File: config.mk
export PLATFORM = sky130hd
export DESIGN_NAME = rv32i_execute_unit_top
export DESIGN_NICKNAME = d
export VERILOG_FILES = /design/src/rvex_pkg.sv /design/src/rvex_decode.sv /design/src/rvex_alu.sv /design/src/rvex_execute.sv /design/src/rv32i_execute_unit_top.sv
export VERILOG_INCLUDE_DIRS = /design/src /design/src/src
export SDC_FILE = /design/constraint.sdc
export NUM_CORES = 1
export LEC_CHECK = 0
export BUFFER_PORTS_ARGS = -buffer_cell sky130_fd_sc_hd__buf_2
export CAP_MARGIN = 20
export CORE_MARGIN = 3
export CORE_UTILIZATION = 45
export CTS_CLUSTER_DIAMETER = 60
export DETAILED_ROUTE_END_ITERATION = 10
export GPL_ROUTABILITY_DRIVEN = 0
export PLACE_DENSITY = 0.71
export RECOVER_POWER = 50
export SLEW_MARGIN = 30
export SYNTH_ARGS = -nofsm -noshare
export SYNTH_HDL_FRONTEND = slang
export SYNTH_SLANG_ARGS = --single-unit
File: constraint.sdc
create_clock -name clk -period 16.4 [get_ports clk]
set_input_delay 4.1 -clock clk [delete_from_list [all_inputs] [get_ports clk]]
set_output_delay 4.1 -clock clk [all_outputs]
set_load 0.01 [all_outputs]
File: src/rv32i_execute_unit_top_assert.svh
// Assertion macros for the RV32I execute unit.
// Define NO_ASSERTIONS to compile them out.
`ifndef RV32I_EXECUTE_UNIT_TOP_ASSERT_SVH
`define RV32I_EXECUTE_UNIT_TOP_ASSERT_SVH

`ifndef NO_ASSERTIONS
`define RVEX_ASSERT(lbl, prop) \
  lbl: assert property (@(posedge clk) disable iff (!rst_n) (prop)) \
    else $error("rvex assertion failed");
`define RVEX_ASSERT_IMPL(lbl, ante, cons) \
  lbl: assert property (@(posedge clk) disable iff (!rst_n) (ante) |-> (cons)) \
    else $error("rvex assertion failed");
`else
`define RVEX_ASSERT(lbl, prop)
`define RVEX_ASSERT_IMPL(lbl, ante, cons)
`endif

`endif

File: src/rvex_pkg.sv
`timescale 1ns / 1ps
// ----------------------------------------------------------------------------
// rvex_pkg
// Types and encodings shared by the RV32I execute unit.
// ----------------------------------------------------------------------------
package rvex_pkg;

  localparam logic [6:0] OPC_LUI    = 7'd55;
  localparam logic [6:0] OPC_AUIPC  = 7'd23;
  localparam logic [6:0] OPC_JAL    = 7'd111;
  localparam logic [6:0] OPC_JALR   = 7'd103;
  localparam logic [6:0] OPC_BRANCH = 7'd99;
  localparam logic [6:0] OPC_LOAD   = 7'd3;
  localparam logic [6:0] OPC_STORE  = 7'd35;
  localparam logic [6:0] OPC_IMM    = 7'd19;
  localparam logic [6:0] OPC_REG    = 7'd51;

  localparam logic [6:0] F7_BASE = 7'd0;
  localparam logic [6:0] F7_ALT  = 7'd32;

  localparam logic [2:0] F3_ADD  = 3'd0;
  localparam logic [2:0] F3_SLL  = 3'd1;
  localparam logic [2:0] F3_SLT  = 3'd2;
  localparam logic [2:0] F3_SLTU = 3'd3;
  localparam logic [2:0] F3_XOR  = 3'd4;
  localparam logic [2:0] F3_SR   = 3'd5;
  localparam logic [2:0] F3_OR   = 3'd6;
  localparam logic [2:0] F3_AND  = 3'd7;

  localparam logic [2:0] F3_BEQ  = 3'd0;
  localparam logic [2:0] F3_BNE  = 3'd1;
  localparam logic [2:0] F3_BLT  = 3'd4;
  localparam logic [2:0] F3_BGE  = 3'd5;
  localparam logic [2:0] F3_BLTU = 3'd6;
  localparam logic [2:0] F3_BGEU = 3'd7;

  localparam logic [2:0] F3_LB  = 3'd0;
  localparam logic [2:0] F3_LH  = 3'd1;
  localparam logic [2:0] F3_LW  = 3'd2;
  localparam logic [2:0] F3_LBU = 3'd4;
  localparam logic [2:0] F3_LHU = 3'd5;

  localparam logic [1:0] MEM_NONE  = 2'd0;
  localparam logic [1:0] MEM_LOAD  = 2'd1;
  localparam logic [1:0] MEM_STORE = 2'd2;

  localparam logic [1:0] WID_BYTE = 2'd0;
  localparam logic [1:0] WID_HALF = 2'd1;
  localparam logic [1:0] WID_WORD = 2'd2;

  localparam logic [31:0] LINK_STEP = 32'd4;

  typedef struct packed {
    logic [31:0] instr;
    logic [31:0] src1_value;
    logic [31:0] src2_value;
    logic [31:0] pc;
  } in_item_t;

  typedef struct packed {
    logic        write_rd;
    logic [4:0]  rd_index;
    logic [31:0] rd_value;
    logic [31:0] next_pc;
    logic [1:0]  mem_kind;
    logic [31:0] mem_addr;
    logic [1:0]  mem_width;
    logic        mem_unsigned;
    logic [31:0] store_data;
    logic        illegal;
  } out_item_t;

  // Decoded transaction handed from decode to execute
  typedef struct packed {
    logic [31:0] alu_a;
    logic [31:0] alu_b;
    logic [2:0]  alu_f3;
    logic        alu_alt;
    logic [31:0] agu_a;
    logic [31:0] agu_b;
    logic [31:0] seq_pc;
    logic [31:0] cmp_a;
    logic [31:0] cmp_b;
    logic [2:0]  br_f3;
    logic        is_branch;
    logic        is_jump;
    logic        is_jalr;
    logic        wr_en;
    logic [4:0]  rd_index;
    logic [1:0]  mem_kind;
    logic [1:0]  mem_width;
    logic        mem_unsigned;
    logic [31:0] store_data;
    logic        illegal;
  } dec_t;

endpackage

File: src/rvex_decode.sv
`timescale 1ns / 1ps
// ----------------------------------------------------------------------------
// rvex_decode
// Input register and decode stage: immediates, operand select, legality.
// ----------------------------------------------------------------------------
module rvex_decode import rvex_pkg::*; (
  input  logic     clk,
  input  logic     rst_n,
  input  logic     in_load,
  input  in_item_t in_item,
  output logic     dec_valid,
  output dec_t     dec
);

  logic     s1_valid_r;
  in_item_t s1_item_r;
  logic     s2_valid_r;
  dec_t     s2_dec_r;
  dec_t     dec_nxt;

  logic [31:0] ins;
  logic [31:0] ra;
  logic [31:0] rb;
  logic [31:0] pc;
  logic [6:0]  opc;
  logic [2:0]  f3;
  logic [6:0]  f7;
  logic [4:0]  rd;
  logic [31:0] imm_i;
  logic [31:0] imm_s;
  logic [31:0] imm_b;
  logic [31:0] imm_j;
  logic [31:0] imm_u;
  logic        ill;

  always_ff @(posedge clk) begin
    if (!rst_n) begin
      s1_valid_r <= 1'b0;
      s2_valid_r <= 1'b0;
    end else begin
      s1_valid_r <= in_load;
      s2_valid_r <= s1_valid_r;
    end
  end

  always_ff @(posedge clk) begin
    if (in_load) begin
      s1_item_r <= in_item;
    end
    if (s1_valid_r) begin
      s2_dec_r <= dec_nxt;
    end
  end

  assign ins = s1_item_r.instr;
  assign ra  = s1_item_r.src1_value;
  assign rb  = s1_item_r.src2_value;
  assign pc  = s1_item_r.pc;
  assign opc = ins[6:0];
  assign rd  = ins[11:7];
  assign f3  = ins[14:12];
  assign f7  = ins[31:25];

  assign imm_i = {{20{ins[31]}}, ins[31:20]};
  assign imm_s = {{20{ins[31]}}, ins[31:25], ins[11:7]};
  assign imm_b = {{19{ins[31]}}, ins[31], ins[7], ins[30:25], ins[11:8], 1'b0};
  assign imm_j = {{11{ins[31]}}, ins[31], ins[19:12], ins[20], ins[30:21], 1'b0};
  assign imm_u = {ins[31:12], 12'd0};

  always_comb begin
    dec_nxt = '0;
    ill     = 1'b0;
    case (opc)
      OPC_LUI: begin
        dec_nxt.wr_en = 1'b1;
        dec_nxt.alu_b = imm_u;
      end
      OPC_AUIPC: begin
        dec_nxt.wr_en = 1'b1;
        dec_nxt.alu_a = pc;
        dec_nxt.alu_b = imm_u;
      end
      OPC_JAL: begin
        dec_nxt.wr_en   = 1'b1;
        dec_nxt.alu_a   = pc;
        dec_nxt.alu_b   = LINK_STEP;
        dec_nxt.agu_a   = pc;
        dec_nxt.agu_b   = imm_j;
        dec_nxt.is_jump = 1'b1;
      end
      OPC_JALR: begin
        ill             = (f3 != F3_ADD);
        dec_nxt.wr_en   = 1'b1;
        dec_nxt.alu_a   = pc;
        dec_nxt.alu_b   = LINK_STEP;
        dec_nxt.agu_a   = ra;
        dec_nxt.agu_b   = imm_i;
        dec_nxt.is_jump = 1'b1;
        dec_nxt.is_jalr = 1'b1;
      end
      OPC_BRANCH: begin
        ill = !((f3 == F3_BEQ) || (f3 == F3_BNE) || (f3 == F3_BLT) ||
                (f3 == F3_BGE) || (f3 == F3_BLTU) || (f3 == F3_BGEU));
        dec_nxt.agu_a     = pc;
        dec_nxt.agu_b     = imm_b;
        dec_nxt.cmp_a     = ra;
        dec_nxt.cmp_b     = rb;
        dec_nxt.br_f3     = f3;
        dec_nxt.is_branch = 1'b1;
      end
      OPC_LOAD: begin
        ill = !((f3 == F3_LB) || (f3 == F3_LH) || (f3 == F3_LW) ||
                (f3 == F3_LBU) || (f3 == F3_LHU));
        dec_nxt.wr_en        = 1'b1;
        dec_nxt.mem_kind     = MEM_LOAD;
        dec_nxt.agu_a        = ra;
        dec_nxt.agu_b        = imm_i;
        dec_nxt.mem_width    = f3[1:0];
        dec_nxt.mem_unsigned = f3[2];
      end
      OPC_STORE: begin
        dec_nxt.mem_kind  = MEM_STORE;
        dec_nxt.agu_a     = ra;
        dec_nxt.agu_b     = imm_s;
        dec_nxt.mem_width = f3[1:0];
        case (f3)
          F3_LB:   dec_nxt.store_data = {24'd0, rb[7:0]};
          F3_LH:   dec_nxt.store_data = {16'd0, rb[15:0]};
          F3_LW:   dec_nxt.store_data = rb;
          default: ill = 1'b1;
        endcase
      end
      OPC_IMM: begin
        ill = ((f3 == F3_SLL) && (f7 != F7_BASE)) ||
              ((f3 == F3_SR) && (f7 != F7_BASE) && (f7 != F7_ALT));
        dec_nxt.wr_en   = 1'b1;
        dec_nxt.alu_a   = ra;
        dec_nxt.alu_b   = imm_i;
        dec_nxt.alu_f3  = f3;
        dec_nxt.alu_alt = (f3 == F3_SR) && (f7 == F7_ALT);
      end
      OPC_REG: begin
        ill = (f7 != F7_BASE) &&
              !((f7 == F7_ALT) && ((f3 == F3_ADD) || (f3 == F3_SR)));
        dec_nxt.wr_en   = 1'b1;
        dec_nxt.alu_a   = ra;
        dec_nxt.alu_b   = rb;
        dec_nxt.alu_f3  = f3;
        dec_nxt.alu_alt = (f7 == F7_ALT);
      end
      default: ill = 1'b1;
    endcase

    if (ill) begin
      dec_nxt         = '0;
      dec_nxt.illegal = 1'b1;
    end
    if (dec_nxt.wr_en) begin
      dec_nxt.rd_index = rd;
    end
    dec_nxt.seq_pc = pc + LINK_STEP;
  end

  assign dec_valid = s2_valid_r;
  assign dec       = s2_dec_r;

endmodule

File: src/rvex_alu.sv
`timescale 1ns / 1ps
// ----------------------------------------------------------------------------
// rvex_alu
// Integer ALU shared by OP, OP-IMM, upper-immediate and link operations.
// ----------------------------------------------------------------------------
module rvex_alu import rvex_pkg::*; (
  input  logic [31:0] a,
  input  logic [31:0] b,
  input  logic [2:0]  f3,
  input  logic        alt,
  output logic [31:0] y
);

  logic [4:0] shamt;

  assign shamt = b[4:0];

  always_comb begin
    case (f3)
      F3_ADD:  y = alt ? (a - b) : (a + b);
      F3_SLL:  y = a << shamt;
      F3_SLT:  y = {31'd0, ($signed(a) < $signed(b))};
      F3_SLTU: y = {31'd0, (a < b)};
      F3_XOR:  y = a ^ b;
      F3_SR:   y = alt ? 32'($signed(a) >>> shamt) : (a >> shamt);
      F3_OR:   y = a | b;
      F3_AND:  y = a & b;
      default: y = '0;
    endcase
  end

endmodule

File: src/rvex_execute.sv
`timescale 1ns / 1ps
// ----------------------------------------------------------------------------
// rvex_execute
// Execute stage: ALU, address/target adder, branch resolve, result register.
// ----------------------------------------------------------------------------
module rvex_execute import rvex_pkg::*; (
  input  logic      clk,
  input  logic      rst_n,
  input  logic      dec_valid,
  input  dec_t      dec,
  output logic      out_valid,
  output out_item_t out_item
);

  logic        out_valid_r;
  out_item_t   out_item_r;
  out_item_t   out_item_nxt;
  logic [31:0] alu_y;
  logic [31:0] agu_sum;
  logic        eq;
  logic        lt;
  logic        ltu;
  logic        taken;

  rvex_alu u_alu (
    .a   (dec.alu_a),
    .b   (dec.alu_b),
    .f3  (dec.alu_f3),
    .alt (dec.alu_alt),
    .y   (alu_y)
  );

  assign agu_sum = dec.agu_a + dec.agu_b;
  assign eq      = (dec.cmp_a == dec.cmp_b);
  assign lt      = ($signed(dec.cmp_a) < $signed(dec.cmp_b));
  assign ltu     = (dec.cmp_a < dec.cmp_b);

  always_comb begin
    case (dec.br_f3)
      F3_BEQ:  taken = eq;
      F3_BNE:  taken = !eq;
      F3_BLT:  taken = lt;
      F3_BGE:  taken = !lt;
      F3_BLTU: taken = ltu;
      F3_BGEU: taken = !ltu;
      default: taken = 1'b0;
    endcase
  end

  always_comb begin
    out_item_nxt              = '0;
    out_item_nxt.write_rd     = dec.wr_en && (dec.rd_index != '0);
    out_item_nxt.rd_index     = dec.rd_index;
    out_item_nxt.rd_value     = alu_y;
    out_item_nxt.mem_kind     = dec.mem_kind;
    out_item_nxt.mem_width    = dec.mem_width;
    out_item_nxt.mem_unsigned = dec.mem_unsigned;
    out_item_nxt.store_data   = dec.store_data;
    out_item_nxt.illegal      = dec.illegal;
    if (dec.mem_kind != MEM_NONE) begin
      out_item_nxt.mem_addr = agu_sum;
    end
    if (dec.is_jalr) begin
      out_item_nxt.next_pc = {agu_sum[31:1], 1'b0};
    end else if (dec.is_jump || (dec.is_branch && taken)) begin
      out_item_nxt.next_pc = agu_sum;
    end else begin
      out_item_nxt.next_pc = dec.seq_pc;
    end
  end

  always_ff @(posedge clk) begin
    if (!rst_n) begin
      out_valid_r <= 1'b0;
    end else begin
      out_valid_r <= dec_valid;
    end
  end

  always_ff @(posedge clk) begin
    if (dec_valid) begin
      out_item_r <= out_item_nxt;
    end
  end

  assign out_valid = out_valid_r;
  assign out_item  = out_item_r;

endmodule

File: src/rv32i_execute_unit_top.sv
`timescale 1ns / 1ps
// ----------------------------------------------------------------------------
// rv32i_execute_unit_top
// RV32I integer execute unit: decode, execute, branch resolve, memory request.
// ----------------------------------------------------------------------------
// Usage:
//   Input: drive in_item (instr, src1_value, src2_value, pc) and raise start.
//   A transaction is taken on every rising edge with start high and busy low;
//   busy stays low, so one instruction can enter every cycle.
//   Output: out_valid is high for one cycle with the result in out_item
//   (register write, next pc, memory request, illegal flag).
//   Stages, in order: input register, decode register, execute/result
//   register. Throughput is one instruction per cycle, set by the three-stage
//   pipeline with no shared unit or loop.
//   The receiver cannot stall; each result is shown exactly once.
//   Synchronous active-low reset clears all stage valid bits; transactions in
//   flight are dropped and no result appears until new input enters.
// ----------------------------------------------------------------------------
`include "rv32i_execute_unit_top_assert.svh"

module rv32i_execute_unit_top import rvex_pkg::*; (
  input  logic      clk,
  input  logic      rst_n,
  input  logic      start,
  output logic      busy,
  input  in_item_t  in_item,
  output logic      out_valid,
  output out_item_t out_item
);

  logic in_load;
  logic dec_valid;
  dec_t dec;

  assign busy    = 1'b0;
  assign in_load = start && !busy;

  rvex_decode u_decode (
    .clk       (clk),
    .rst_n     (rst_n),
    .in_load   (in_load),
    .in_item   (in_item),
    .dec_valid (dec_valid),
    .dec       (dec)
  );

  rvex_execute u_execute (
    .clk       (clk),
    .rst_n     (rst_n),
    .dec_valid (dec_valid),
    .dec       (dec),
    .out_valid (out_valid),
    .out_item  (out_item)
  );

  `RVEX_ASSERT_IMPL(a_latency, out_valid, $past(start, 3))
  `RVEX_ASSERT_IMPL(a_illegal_quiet, out_valid && out_item.illegal,
    !out_item.write_rd && (out_item.mem_kind == MEM_NONE) && (out_item.rd_index == '0))
  `RVEX_ASSERT_IMPL(a_x0_no_write, out_valid && (out_item.rd_index == '0), !out_item.write_rd)
  `RVEX_ASSERT(a_mem_kind, !out_valid || (out_item.mem_kind == MEM_NONE) ||
    (out_item.mem_kind == MEM_LOAD) || (out_item.mem_kind == MEM_STORE))

endmodule
Word-level counts from Yosys, hierarchy flattened:

Cells that the tools add are included.

* $add $sub $neg: 4
* $lt $le $gt $ge: 4
* eq/ne operators: 30
* shift operators: 3
* muxes and demuxes: 22
* bitwise gates (word level): 6
* reduce and logical (&&, ||, !) cells: 43

Operators by type and width (count)
* case mux 32 bit (8 select lines): 1
* case mux 64 bit (4 select lines): 1
* two-way mux 32 bit: 5
* less-than comparator 32 bit: 4
* case mux 32 bit (4 select lines): 1
* case mux 32 bit (3 select lines): 1
* adder 32 bit: 2
* case mux 32 bit (2 select lines): 1
* two-way mux 44 bit: 1
* equality test 3 bit (second input constant): 12
* adder 32 x 3 -> 32 bit (second input constant): 1
* AND 32 bit: 1
* equality test 32 bit: 1
* OR 32 bit: 1
* << shifter 32 x 5 -> 32 bit: 1
* >> shifter 32 x 5 -> 32 bit: 1
* >>> shifter 32 x 5 -> 32 bit: 1
* subtractor 32 bit: 1
* XOR 32 bit: 1
* equality test 7 x 6 -> 1 bit (second input constant): 4
* equality test 7 bit (second input constant): 3
* case mux 4 bit (2 select lines): 2
* equality test 7 x 5 -> 1 bit (second input constant): 2
* OR reduction 2 bit: 7
* 19 further kinds: 56

* flip-flop bits (word level): 549
* input port bits: 131
* output and inout bits: 142
* word-level logic and storage cells: 150

Logic depth before layout (Yosys ltp):

* depth in word-level cells: 10
* depth in mapped cells: 16

By module:

Synthesis repeated with hierarchy kept, for this count alone.

* cell total of the unflattened synthesis: 2826
* area, all modules: 31378.8 µm²

Modules (own cells, without submodules)
* rvex_decode: times used 1, cells each 978, area each 15359.7 µm², seq. area each 11901.4 µm²
* rvex_alu: times used 1, cells each 1285, area each 8703.3 µm², seq. area each 0.0 µm²
* rvex_execute: times used 1, cells each 561, area each 7304.5 µm², seq. area each 4224.1 µm²
* rv32i_execute_unit_top: times used 1, cells each 2, area each 11.3 µm², seq. area each 0.0 µm²

Worst setup path before layout:

OpenSTA, ideal clock, no wires.

* path kind: reg-to-reg
* start: register u_decode.s1_valid_r
* end: register u_decode.s2_dec_r, in the netlist u_decode.dec[0] (enable)
* library setup time: 0.655 ns
* data arrival time: 6.137 ns
* data required time: 15.745 ns
* slack: 9.608 ns
* cell stages (with the launch flop): 1
* path buffers: 0
* period minus slack after synthesis: 6.792 ns
* cell sequence: dfxtp_1

RTL lines
* start, declared: RTL line rvex_decode.sv:15 `logic s1_valid_r;`
* start signal, assigned: RTL line rvex_decode.sv:41 `s1_valid_r <= in_load;`
* end signal, assigned: RTL line rvex_decode.sv:51 `s2_dec_r <= dec_nxt;`
* end, declared: RTL line rvex_decode.sv:18 `dec_t s2_dec_r;`

No word-level cell between the ends.

Worst setup path in the final report:

* start: register u_decode.s1_valid_r
* end: register u_decode.s2_dec_r, in the netlist u_decode.dec[178] (enable)

No word-level cell between the ends.

==> metrics.md <==
| Metric | Value |
|---|---|
| Syn_area_per_cell | `11.1 sq um` |
| Quantity of gates resized following cts | `0` |
| Reg2reg setup slack | `8.56 ns` |
| Syn Inst Count | `2746` |
| Violations in the final reports | `capacitance limit, slew limit` |
| Max-Cap Viols | `9` |
| Core area | `66500 sq um` |
| Setup violators final | `0` |
| Routed Antenna Nets | `0` |
| Status | `finished with violations` |
| Crit path launch type | `register` |
| Routed WL | `90.4 mm` |
| Internal | `0.00253 W` |
| Die X | `266 um` |
| Gate power share | `0.149` |
| Initial detailed-routing violation count | `3240` |
| WS Path Type | `register to register` |
| CTS max path bufs | `3` |
| DP HPWL | `66.6 mm` |
| DRT Pass-1 Iters | `7` |
| Hold_buf cts | `0` |
| Clock Power Share | `0.364` |
| FMAX | `128 MHz` |
| CTS tree | `built` |
| Vias per std cell | `6.09` |
| Sw Share | `0.268` |
| M2 GR Usage | `0.403` |
| DR DRC count | `0` |
| Power per cell area | `101 nW/um^2` |
| Yosys warning count | `0` |
| Post-route setup TNS | `0 ns` |
| Post-synthesis sequential area ratio | `0.529` |
| HP Class | `register to register` |
| Data arrival, critical path | `7.95 ns` |
| Largest net degree at the start of global routing | `91` |
| Sequential group share of total power | `0.486` |
| H-tree depth | `2` |
| CP Data Required Time | `16.51 ns` |
| RSZ-0062 raised after global routing | `no` |
| Grt met1 use | `0.322` |
| Effective utilization at floorplan | `0.459` |
| First-pass GRT wire length | `135 mm` |
| Share of layout cells above drive strength 1 | `0.156` |
| Number of synthesized flops with an enable pin | `535` |
| DP Area | `32500 sq um` |
| Root buffer cell | `clkbuf_16` |
| Worst-Skew Late Latency | `0.61 ns` |
| Vias in the first global route | `22400` |
| Hold wc startpoint | `u_decode.dec[27]` |
| Grt total ovfl | `0` |
| Port bufs | `271` |
| Final worst path period need | `7.84 ns` |
| Most Crowded Layer GR | `met2` |
| Dominant synthesized flop cell | `edfxtp_1` |
| Worst Tran Pin Value | `4.71 ns` |
| NetSw | `0.000930 W` |
| Skew final | `0.0249 ns` |
| Synth async-reset ratio | `0` |
| Total count of hold-check failures in the final report | `0` |
| Slew Viols, Final | `551` |
| Layout Nets | `3237` |
| GRT Util Overall | `0.248` |
| Layout Area Growth over Synthesis | `12.4%` |
| Setup bufs post-CTS | `0` |
| Unique cell type count in the Yosys netlist | `91` |
| CP Launch Point | `u_decode.s1_valid_r` |
| Die Y | `266 um` |
| Grt met3 use | `0.0504` |
| Reg-to-Reg Start | `u_decode.s1_valid_r` |
| Lkg Pwr | `12.7 nW` |
| Total number of vias | `23500` |
| Final worst-path cycle share | `0.478` |
| Clk slew on worst S/H paths | `0.06 ns` |
| Crit path max fanout | `77` |
| CTS Sinks | `538` |
| Row count | `94` |
| Mapped Area | `30500 sq um` |
| Ports | `273` |
| Wire length per cell | `23.5 um` |
| Flops & latches, synth | `538` |
| Initial antenna violation count | `6` |
| Syn nets | `3041` |
| Slew HR | `-2.14` |
| Final instance area | `34200 sq um` |
| Die area | `70900 sq um` |
| CTS buffer count | `56` |
| Critical path capture point type | `register` |
| Maximum vdd drop | `92.6 uV` |
| WHS | `0.422 ns` |
layer usage:
| layer | routed length [um] | vias to the layer above | part of all wire |
|---|---|---|---|
| met2 | 42300 | 1386 | 0.47 |
| met3 | 8660 | 262 | 0.096 |
| met4 | 4610 | 8 | 0.051 |
| met5 | 35 | - | 0.00039 |
| li1 | - | 10600 | - |
| met1 | 34800 | 11200 | 0.38 |
metrics by stage:
step | util | setup slack (ns) | power [W] | cells
global placement | 0.489 | 10.48 | 0.00220 | 3747
CTS | 0.517 | 11.03 | 0.00347 | 3849
floorplan | - | 9.61 | 0.00203 | 2746
global route | 0.515 | 7.71 | 0.00359 | 3851
finish | 0.515 | 8.56 | 0.00346 | 3851
detailed placement | 0.489 | 10.40 | 0.00221 | 3747
area by class of cell:
| cell class | instances | area [sq um] |
|---|---|---|
| sequential | 538 | 16100 |
| inverter | 154 | 578 |
| timing repair buffer | 302 | 1560 |
| clock buffer | 64 | 1450 |
| clock inverter | 38 | 389 |
| tap | 864 | 1080 |
| multi-input combinational | 1890 | 13100 |
| fill | 5696 | 32200 |
| antenna | 1 | 2.50 |
sequential cells by signal, summed over array words and instances, names as in the netlist:
register / count
u_decode.dec: 267
u_execute.out_item: 140
u_decode.ins: 32
u_decode.pc: 32
u_decode.ra: 32
u_decode.rb: 32
u_decode.dec_valid: 1
u_decode.s1_valid_r: 1
u_execute.out_valid: 1
power groups by stage:
stage	sequential (W)	combinational [W]	clock (W)
6_report	0.00168	0.000518	0.00126
5_1_grt	0.00169	0.000559	0.00134
4_1_cts	0.00168	0.000507	0.00128
3_5_place_dp	0.00171	0.000503	0
3_3_place_gp	0.00170	0.000491	0
2_1_floorplan	0.00168	0.000343	0
worst max-delay path, cell delays in order (launching register included):
cell and delay (ns):
dfxtp_1 1.25, clkbuf_1 2.77, clkbuf_1 3.14
cells in the final DEF, fill, tap and decap left out, types with 15 or more instances in the layout:
cell,instances
xnor2_1,66
nand3_1,31
nand4_1,21
a22o_1,34
nand2_1,157
a21o_1,24
a21oi_1,185
ha_1,161
inv_1,152
o221ai_1,15
nor2_1,260
buf_2,270
a22oi_1,71
o21ai_0,197
mux2i_1,77
and2_1,97
clkbuf_16,57
buf_4,22
and3_1,21
edfxtp_1,535
nor3_1,37
xor2_1,26
nand2b_1,23
o211ai_1,19
nor2b_1,42
clkbuf_1,16
a211oi_1,23
mux4_2,24
mux2_2,38
kinds of logic after synthesis:
kind of cell | share of synthesized area
simple gates | 0.120
flops | 0.529
xor+xnor | 0.0264
fa+ha+maj | 0.0681
compound gates | 0.156
other cells | 0.000123
mux | 0.0590
buf+inv | 0.0407
cells in the mapped netlist (all sizes together), types with 23 or more instances:
master / n / share of area
xnor2: 66 / 0.019
mux2: 43 / 0.016
inv: 154 / 0.019
nand2b: 23 / 0.0047
a22o: 34 / 0.0098
a211oi: 25 / 0.0067
mux4: 24 / 0.018
nor2b: 42 / 0.0086
and2: 111 / 0.023
o21ai: 204 / 0.034
a21o: 24 / 0.0059
buf: 53 / 0.0080
xor2: 26 / 0.0075
nand3: 31 / 0.0051
a21oi: 185 / 0.030
clkbuf: 111 / 0.014
nor2: 263 / 0.032
mux2i: 77 / 0.025
a22oi: 71 / 0.017
ha: 161 / 0.066
nand2: 158 / 0.019
edfxtp: 535 / 0.53
nor3: 39 / 0.0067
worst paths after layout:
path                       endpoint  depth (start not counted)
max               u_decode.dec[178]                          2
min          u_execute.out_item[27]                          0
max reg2reg       u_decode.dec[178]                          2
min reg2reg  u_execute.out_item[27]                          0
(Power assumes the default switching activity.)
